**config.mk**
```make
export PLATFORM = sky130hd
export DESIGN_NAME = bmra_ctrl
export DESIGN_NICKNAME = d
export VERILOG_FILES = /design/src/rtl/bmra_pkg.sv /design/src/rtl/bmra_ctrl.sv
export SDC_FILE = /design/constraint.sdc
export NUM_CORES = 1
export LEC_CHECK = 0
export BUFFER_PORTS_ARGS = -buffer_cell sky130_fd_sc_hd__buf_2
export CORE_AREA = 5 5 42 44
export CTS_CLUSTER_SIZE = 20
export DETAILED_ROUTE_END_ITERATION = 8
export DIE_AREA = 0 0 47 49
export PLACE_DENSITY = 0.8
export SYNTH_ARGS = -nofsm -noshare
export SYNTH_HDL_FRONTEND = slang
export SYNTH_SLANG_ARGS = --single-unit
```
**constraint.sdc**
```tcl
create_clock -name clock -period 3.45 [get_ports clock]
set_input_delay 0.1725 -clock clock [delete_from_list [all_inputs] [get_ports clock]]
set_output_delay 0.1725 -clock clock [all_outputs]
set_load 0.005 [all_outputs]
```
**src/rtl/bmra_pkg.sv**
```systemverilog
// bmra_pkg: shared types and constants of the banked memory request arbiter
// item structs, kind codes, controller states and controller/datapath links
// no dependencies
package bmra_pkg;

   localparam logic [1:0] KIND_REQUEST  = 2'd0;
   localparam logic [1:0] KIND_TICK     = 2'd1;
   localparam logic [1:0] KIND_RESPONSE = 2'd2;

   localparam logic [4:0] LIMIT_RESET = 5'd16;

   typedef struct packed {
      logic [1:0]  kind;
      logic [2:0]  bank;
      logic [1:0]  upstream;
      logic        is_write;
      logic [31:0] req_addr;
      logic [15:0] req_tag;
      logic [7:0]  downstream_ready;
   } req_type;

   typedef struct packed {
      logic [1:0]  result_kind;
      logic        accepted;
      logic [2:0]  out_bank;
      logic [1:0]  out_upstream;
      logic        out_is_write;
      logic [31:0] out_addr;
      logic [15:0] out_tag;
      logic        last;
   } rsp_type;

   typedef enum logic [3:0] {
      ST_IDLE,
      ST_REQ,
      ST_TICK_INIT,
      ST_TICK_PICK,
      ST_TICK_EMIT,
      ST_RESP_START,
      ST_RESP_READ,
      ST_RESP_CMP,
      ST_RESP_SHR,
      ST_RESP_SHW,
      ST_RESP_HIT,
      ST_RESP_MISS
   } state_type;

   typedef struct packed {
      logic load;
      logic do_req;
      logic tick_init;
      logic grant;
      logic emit_grant;
      logic emit_null;
      logic idx_clear;
      logic idx_inc;
      logic tab_rd_idx;
      logic tab_rd_next;
      logic tab_wr_shift;
      logic latch_hit;
      logic emit_hit;
      logic emit_miss;
   } cmd_type;

   typedef struct packed {
      logic [1:0] in_kind;
      logic       out_free;
      logic       mask_zero;
      logic       grant_last;
      logic       bank_ok;
      logic       cnt_zero;
      logic       addr_match;
      logic       next_lt_cnt;
      logic       next2_lt_cnt;
   } status_type;

endpackage

```
**src/rtl/bmra_ctrl.sv**
```systemverilog
// bmra_ctrl: sequencing state machine of the arbiter
// issues datapath commands from datapath status; uses bmra_pkg
module bmra_ctrl
   import bmra_pkg::*;
(
   input  logic       clock,
   input  logic       reset,
   input  logic       req_valid,
   output logic       req_stall,
   input  status_type status,
   output cmd_type    cmd
);

   state_type state_ff, state_in;

   always_ff @(posedge clock) begin
      if (reset) begin
         state_ff <= ST_IDLE;
      end else begin
         state_ff <= state_in;
      end
   end

   always_comb begin
      state_in  = state_ff;
      cmd       = '0;
      req_stall = 1'b1;
      case (state_ff)
         ST_IDLE: begin
            req_stall = 1'b0;
            if (req_valid) begin
               cmd.load = 1'b1;
               case (status.in_kind)
                  KIND_REQUEST:  state_in = ST_REQ;
                  KIND_TICK:     state_in = ST_TICK_INIT;
                  KIND_RESPONSE: state_in = ST_RESP_START;
                  default:       state_in = ST_IDLE;
               endcase
            end
         end
         ST_REQ: begin
            if (status.out_free) begin
               cmd.do_req = 1'b1;
               state_in   = ST_IDLE;
            end
         end
         ST_TICK_INIT: begin
            cmd.tick_init = 1'b1;
            state_in      = ST_TICK_PICK;
         end
         ST_TICK_PICK: begin
            if (status.mask_zero) begin
               if (status.out_free) begin
                  cmd.emit_null = 1'b1;
                  state_in      = ST_IDLE;
               end
            end else begin
               cmd.grant = 1'b1;
               state_in  = ST_TICK_EMIT;
            end
         end
         ST_TICK_EMIT: begin
            if (status.out_free) begin
               cmd.emit_grant = 1'b1;
               state_in = status.grant_last ? ST_IDLE : ST_TICK_PICK;
            end
         end
         ST_RESP_START: begin
            cmd.idx_clear = 1'b1;
            if (!status.bank_ok || status.cnt_zero) begin
               state_in = ST_RESP_MISS;
            end else begin
               state_in = ST_RESP_READ;
            end
         end
         ST_RESP_READ: begin
            cmd.tab_rd_idx = 1'b1;
            state_in       = ST_RESP_CMP;
         end
         ST_RESP_CMP: begin
            if (status.addr_match) begin
               cmd.latch_hit = 1'b1;
               state_in = status.next_lt_cnt ? ST_RESP_SHR : ST_RESP_HIT;
            end else begin
               cmd.idx_inc = 1'b1;
               state_in = status.next_lt_cnt ? ST_RESP_READ : ST_RESP_MISS;
            end
         end
         ST_RESP_SHR: begin
            cmd.tab_rd_next = 1'b1;
            state_in        = ST_RESP_SHW;
         end
         ST_RESP_SHW: begin
            cmd.tab_wr_shift = 1'b1;
            cmd.idx_inc      = 1'b1;
            state_in = status.next2_lt_cnt ? ST_RESP_SHR : ST_RESP_HIT;
         end
         ST_RESP_HIT: begin
            if (status.out_free) begin
               cmd.emit_hit = 1'b1;
               state_in     = ST_IDLE;
            end
         end
         ST_RESP_MISS: begin
            if (status.out_free) begin
               cmd.emit_miss = 1'b1;
               state_in      = ST_IDLE;
            end
         end
         default: state_in = ST_IDLE;
      endcase
   end

endmodule

```
== After elaboration in Yosys (flattened, before gate mapping) ==
Index checks and enable logic that the tools add are counted.
Widths: inputs -> output; s select.
Word-level totals
  bits in registers: 4
  bits of input ports: 13
  output and inout port bits: 15
  word-level logic and storage cells: 55
Cells by class
  equal/unequal tests: 15
  muxes and demuxes: 33
  reductions and logical operators: 6
Operator list (count)
  $pmux 4 s10: 1
  $mux 4: 7
  $mux 1: 20
  $eq 4x3->1 const B: 4
  $eq 4x4->1 const B: 4
  $pmux 3 s3: 1
  $eq 4x2->1 const B: 2
  $mux 2: 3
  $eq 4x1->1 const B: 1
  $logic_not 4->1: 1
  $ne 2x2->1 const B: 2
  $reduce_or 3->1: 1
  $eq 2x1->1 const B: 1
  $eq 2x2->1 const B: 1
  $logic_not 2->1: 1
  $pmux 1 s2: 1
  $reduce_and 2->1: 1
  $logic_not 1->1: 1
  $logic_or 1x1->1: 1

== Logic depth before layout (Yosys ltp) ==
Gate-level depths: netlist (run 1).
  depth in word-level cells: 4
  mapped depth: 5
  mapped depth without buffers: 4

== Least setup slack after synthesis (run 1) ==
OpenSTA, ideal clock, no wires.
  path type: register -> register
  from: register state_ff[3]
  to: register state_ff[2]
  library setup time: 0.128 ns
  data arrival time: 1.164 ns
  required time: 3.322 ns
  slack: 2.158 ns
  cell stages (with the launch flop): 4
  buffers on the path: 0
  clock period less this slack: 1.292 ns
  path through: dfxtp_1 -> or4_4 -> o211ai_2 -> o32ai_1
On the way
  longest elaborated chain between the ends: 3
  elaborated cells on any way between the ends: 17
  classes of those cells: 13 x eq/ne; 1 x mux; 3 x reduce/logical
RTL lines
  start: declaration: RTL line bmra_ctrl.sv:14  | state_type state_ff, state_in;
  start signal: assignment: RTL line bmra_ctrl.sv:20  | state_ff <= state_in;
  $eq 4x4->1 (tied with other cells): RTL line bmra_ctrl.sv:28  | case (state_ff)
  $reduce_or 3->1 (no source line) or $ne 2x2->1 (tied branches)
  $pmux 4 s10 or $reduce_and 2->1 (tied branches)
Several ways; a longest one is shown, not always the timed one.
A chain may end at the register's enable or synchronous reset.

==> results of run 1 <==
-- final cells by class --
class / instances / area [µm²] / share of cell area
inverter: 5 / 18.8 / 0.0281
tap: 16 / 20.0 / 0.0300
sequential: 4 / 80.1 / 0.120
timing repair buffer: 27 / 135 / 0.203
clock buffer: 3 / 22.5 / 0.0338
multi-input combinational: 60 / 390 / 0.585
-- routing by layer --
metal  wire (µm)  global-route usage
met2         745               0.208
met4          17              0.0553
met5           0                   0
met1         665               0.188
met3         141              0.0295
-- cell families after synthesis --
| logic type | share of synthesized area |
|---|---|
| buffers and inverters | 0.0874 |
| DFF | 0.155 |
| AOI/OAI and AO/OA | 0.318 |
| and+or+nand+nor | 0.439 |
-- how the worst min path moves through the flow --
stage                     startpoint           to  slack, ns  depth (start not counted)
after floorplan                reset  state_ff[3]       0.24                          1
after global placement         reset  state_ff[3]       0.38                          2
after detailed placement       reset  state_ff[3]       0.37                          2
after CTS                      reset  state_ff[3]       0.13                          2
after global routing           reset  state_ff[3]       0.15                          2
final                          reset  state_ff[3]       0.13                          2
-- cell usage in the layout, fill, tap and decap left out, types with 2 or more instances in the layout --
cell type	n
sky130_fd_sc_hd__and3_1	2
sky130_fd_sc_hd__nor3_1	4
sky130_fd_sc_hd__a31oi_1	2
sky130_fd_sc_hd__a21o_1	2
sky130_fd_sc_hd__nand2b_1	4
sky130_fd_sc_hd__clkbuf_4	3
sky130_fd_sc_hd__a21oi_1	3
sky130_fd_sc_hd__nor4_1	3
sky130_fd_sc_hd__nand2_1	2
sky130_fd_sc_hd__dfxtp_1	4
sky130_fd_sc_hd__nor2b_1	3
sky130_fd_sc_hd__buf_2	27
sky130_fd_sc_hd__inv_1	4
sky130_fd_sc_hd__nor2_1	11
sky130_fd_sc_hd__o21ai_0	5
-- power groups by stage --
| stage | Sequential, mW | Combinational (mW) | Clock (mW) |
|---|---|---|---|
| 6_report | 0.0776 | 0.107 | 0.0611 |
| 5_1_grt | 0.0799 | 0.119 | 0.0648 |
| 2_1_floorplan | 0.0611 | 0.0908 | 0 |
| 3_3_place_gp | 0.0755 | 0.104 | 0 |
| 4_1_cts | 0.0768 | 0.108 | 0.0595 |
| 3_5_place_dp | 0.0776 | 0.108 | 0 |
==> run metrics, run 1 <==
leading cell types by count after synthesis sky130_fd_sc_hd__nor2_1, sky130_fd_sc_hd__o21ai_0; GRT overflow 0; die span in y 49 µm; final hold slack 0.133 ns; Synthesized Nets 87; critical path arrival 1.69 ns; Inserted Clock Buffers 3; Final Max Tran Viols 0; critical path depth in cells 4; number of non-filler instances in the completed layout 115; Synth area leaders sky130_fd_sc_hd__dfxtp_1, sky130_fd_sc_hd__nor2_1, sky130_fd_sc_hd__nand2b_1; startpoint of the most critical setup path state_ff[0]; Overall Global Routing Usage 0.139; Avg Synthesized Cell Area 6.97 µm²; Rows 14; Syn Std Cell Area 515 µm²; count of warnings emitted by yosys 0; pwr dens 369 mW/mm²; critical-path cell with the highest stage delay sky130_fd_sc_hd__dfxtp_1; library cell with the largest summed area after synthesis sky130_fd_sc_hd__dfxtp_1; combinational power share 0.436; startpoint type of the worst setup path flop; top flip-flop cell by instance count after synthesis sky130_fd_sc_hd__dfxtp_1; worst flop-to-flop path startpoint state_ff[0]; worst slew slack as a fraction of its limit 0.661; fraction of post-synthesis cell area in the top cell type by area 0.155; DRC violations left 0; placed wire-length estimate after detailed placement 1200 µm; post-route setup slack 1.58 ns; Core Region 0.00140 mm²; total via count after detailed routing 646; minimum setup slack after placement 1.81 ns; CP Capture Type primary output; Mapped Cells 74; DR pass1 iterations 4; cell at the root of the clock tree sky130_fd_sc_hd__clkbuf_4; highest ir drop seen on vdd 180 µV; die footprint 0.00230 mm²; final WL 1570 µm; switching share of total power 0.401; Total Power Consumption 0.246 mW; instance area at placement 644 µm²; number of buffer and inverter stages on the critical path 1; clock latency reported for the late side of the worst-skew pair 0.24 ns; share of the core filled with cells in the final layout 0.476; via count of the first global-routing pass 577; upper clock frequency limit 536 MHz; summed negative setup slack over all endpoints 0 ns; TritonCTS clock tree built; path type of the worst min-delay path in2reg; RSZ-0062 raised after global routing no; max capacitance violation total 0; register with the most flip-flops state_ff; ratio of cells with drive above 1 in the final layout 0.374; share of the cycle needed by the critical path after routing 0.541; post-CTS setup buffer count 0; Inserted Diodes 0; maximum number of pins on one net before global-route repair 17; count of port buffers added during placement 27; weighted congestion reported at the end of routability-driven placement 0.840; Synth async-reset ratio 0; cell count after placement 112; DRT iter0 DRCs 13; switching pwr 0.0986 mW; mean number of vias per cell 5.62; actual slew at the worst max-slew pin 0.508 ns; Clock Tree Buf Depth 2; Critical Path Max Stage Delay 0.62 ns; number of flip-flops under the largest register name 4; fill cell count 150; Clk pwr share 0.248; Leakage Power 0.298 nW; sequential-to-total area share from yosys stat 0.155; final setup violation count 0; area overhead of the layout relative to synthesis 29.4%; internal portion of total power 0.147 mW; run status finished, final reports clean; cell-by-cell trace of the critical path nand2_1, or3_4, o21ai_0, buf_2; number of hold violations in the final report 0; length in cells of the worst reg-to-reg path 4; Layout Skew 0.00577 ns; Non-Filler Cell Area, Final 667 µm²; Critical path destination cmd[6]; Antenna Nets Post-Route 0; post-synthesis sequential element count 4; quantity of hold-fixing buffers added after cts 0; Final #Nets 114; clock transition at the registers of the reported paths 0.04 ns; number of antenna violations at the first check in global routing 0; H-tree depth reported by CTS 1; routed length per placed instance 13.7 µm; reg-to-reg endpoint state_ff[0]; sequential fraction of design power 0.316; Netlist cell types 36; first-pass GRT wire length 2460 µm; starting density of the core 0.368; setup slack, reg-to-reg 1.77 ns; number of enable-type register cells in the synthesized netlist 0; Worst Path Max Fanout 16; largest registers state_ff x4; kind of cell adding the most delay to the critical path flip-flops; Die Span X 47 µm; count leader, synth sky130_fd_sc_hd__nor2_1; kind of critical path reg2out; Tmin final 1.87 ns; number of sinks on the clock net 4; I/O pins 28; data required time of the critical path 3.28 ns; count of instances resized after the clock tree is built 0
Note: power is estimated with default switching activity, not from simulation.
==> run 2: changes to the inputs <==
Clock period 3.45 ns to 1.9 ns, I/O delays scaled along.
==> run 2 against run 1 <==
Global-route usage grew 0.77 points. Worst hold slack got worse by 0.078 ns. Sequential power grew 60%. Critical path type unchanged. Combinational power is 110% higher. Critical endpoint unchanged. Via count rose by 3.3%. First-iteration DRC count fell by 62%.
==> run metrics, run 2 (synthesis results as in run 1) <==
fill cell count 154; Global Route met2 Usage 0.247; startpoint type of the worst setup path flop; most used cells in the layout excluding fill and tap cells sky130_fd_sc_hd__buf_2, sky130_fd_sc_hd__nor2_1, sky130_fd_sc_hd__o21ai_0; run status finished, final reports clean; count of instances resized after the clock tree is built 0; final setup violation count 0; via count of the first global-routing pass 622; GRT Max-Usage Layer met2; mean number of vias per cell 5.70; Overall Global Routing Usage 0.147; DRC violations left 0; share of the cycle needed by the critical path after routing 0.877; Inserted Diodes 0; placed wire-length estimate after detailed placement 1290 µm; highest ir drop seen on vdd 369 µV; first-pass GRT wire length 2640 µm; GRT overflow 0; routed length per placed instance 13.9 µm; ratio of cells with drive above 1 in the final layout 0.386; DR pass1 iterations 4; max capacitance violation total 0; Core Region 0.00140 mm²; register with the most flip-flops state_ff; count of port buffers added during placement 27; critical-path cell with the highest stage delay sky130_fd_sc_hd__dfxtp_1; Layout Skew 0.00396 ns; TritonCTS clock tree built; I/O pins 28; clock transition at the registers of the reported paths 0.04 ns; met3 global-route usage 0.0111; actual slew at the worst max-slew pin 0.464 ns; number of hold violations in the final report 0; Final #Nets 116; instance area at placement 659 µm²; clock latency reported for the late side of the worst-skew pair 0.24 ns; starting density of the core 0.368; kind of critical path reg2out; Final Max Tran Viols 0; total via count after detailed routing 667; number of sinks on the clock net 4; pwr dens 679 mW/mm²; Worst Path Max Fanout 14; number of antenna violations at the first check in global routing 0; H-tree depth reported by CTS 1; cell at the root of the clock tree sky130_fd_sc_hd__clkbuf_4; Clock Tree Buf Depth 2; critical path arrival 1.57 ns; weighted congestion reported at the end of routability-driven placement 0.885; area overhead of the layout relative to synthesis 32.3%; worst slew slack as a fraction of its limit 0.690; RSZ-0062 raised after global routing no; final WL 1630 µm; data required time of the critical path 1.80 ns; met1 GRT Util 0.192; Die Span X 47 µm; upper clock frequency limit 600 MHz; Rows 14; path type of the worst min-delay path in2reg; quantity of hold-fixing buffers added after cts 0; Inserted Clock Buffers 3; Non-Filler Cell Area, Final 682 µm²; kind of cell adding the most delay to the critical path flip-flops; largest registers state_ff x4; summed negative setup slack over all endpoints 0 ns; DRT iter0 DRCs 5; most common cell after layout, fill and taps aside sky130_fd_sc_hd__buf_2; Tmin final 1.67 ns; CP Capture Type primary output; die span in y 49 µm; cell-by-cell trace of the critical path nand2b_4, or3_4, o21ai_0, buf_2; Critical Path Max Stage Delay 0.58 ns; number of buffer and inverter stages on the critical path 1; footprint of the flip-flops and latches 80.1 µm²; maximum number of pins on one net before global-route repair 16; Antenna Nets Post-Route 0; Multi-input gate area 390 µm²; die footprint 0.00230 mm²; number of flip-flops under the largest register name 4; Leakage Power 0.308 nW; post-CTS setup buffer count 0
==> run 2: area by class of cell <==
type	count	share of cell area
Tap cell	16	0.0294
Sequential cell	4	0.117
Multi-Input combinational cell	60	0.572
Clock buffer	3	0.0330
Timing Repair Buffer	29	0.220
Inverter	5	0.0275
==> run 2: worst paths after layout <==
path | from | to | depth (start not counted) | slack (ns)
min | reset | state_ff[3] | 2 | 0.06
max | state_ff[2] | cmd[6] | 4 | 0.23
max reg2reg | state_ff[2] | state_ff[0] | 4 | 0.34
min reg2reg | state_ff[0] | state_ff[0] | 2 | 0.61
==> run 2: stage by stage <==
stage          hold WS (ns)  worst slack (ns)   util  power (mW)  cells
2_1_floorplan         0.164             0.608      -       0.276     74
3_3_place_gp          0.299             0.417  0.471       0.346    114
3_5_place_dp          0.302             0.382  0.471       0.350    114
4_1_cts              0.0451             0.241  0.487       0.463    117
5_1_grt              0.0735             0.141  0.487       0.487    117
6_report             0.0550             0.234  0.487       0.463    117
==> run 2: where the power goes <==
part	total (mW)	internal, mW	switching, mW	leakage [nW]
combinational	0.227	0.110	0.117	0.262
clock	0.112	0.0710	0.0405	0.0138
sequential	0.124	0.0962	0.0283	0.0326
total	0.463	0.277	0.185	0.308
==> run 2: layer usage <==
layer	wire length (µm)	share of wire	vias to the layer above
met5	0	0	-
met4	25	0.015	0
met3	124	0.076	2
met2	821	0.50	28
met1	659	0.40	308
li1	-	-	329
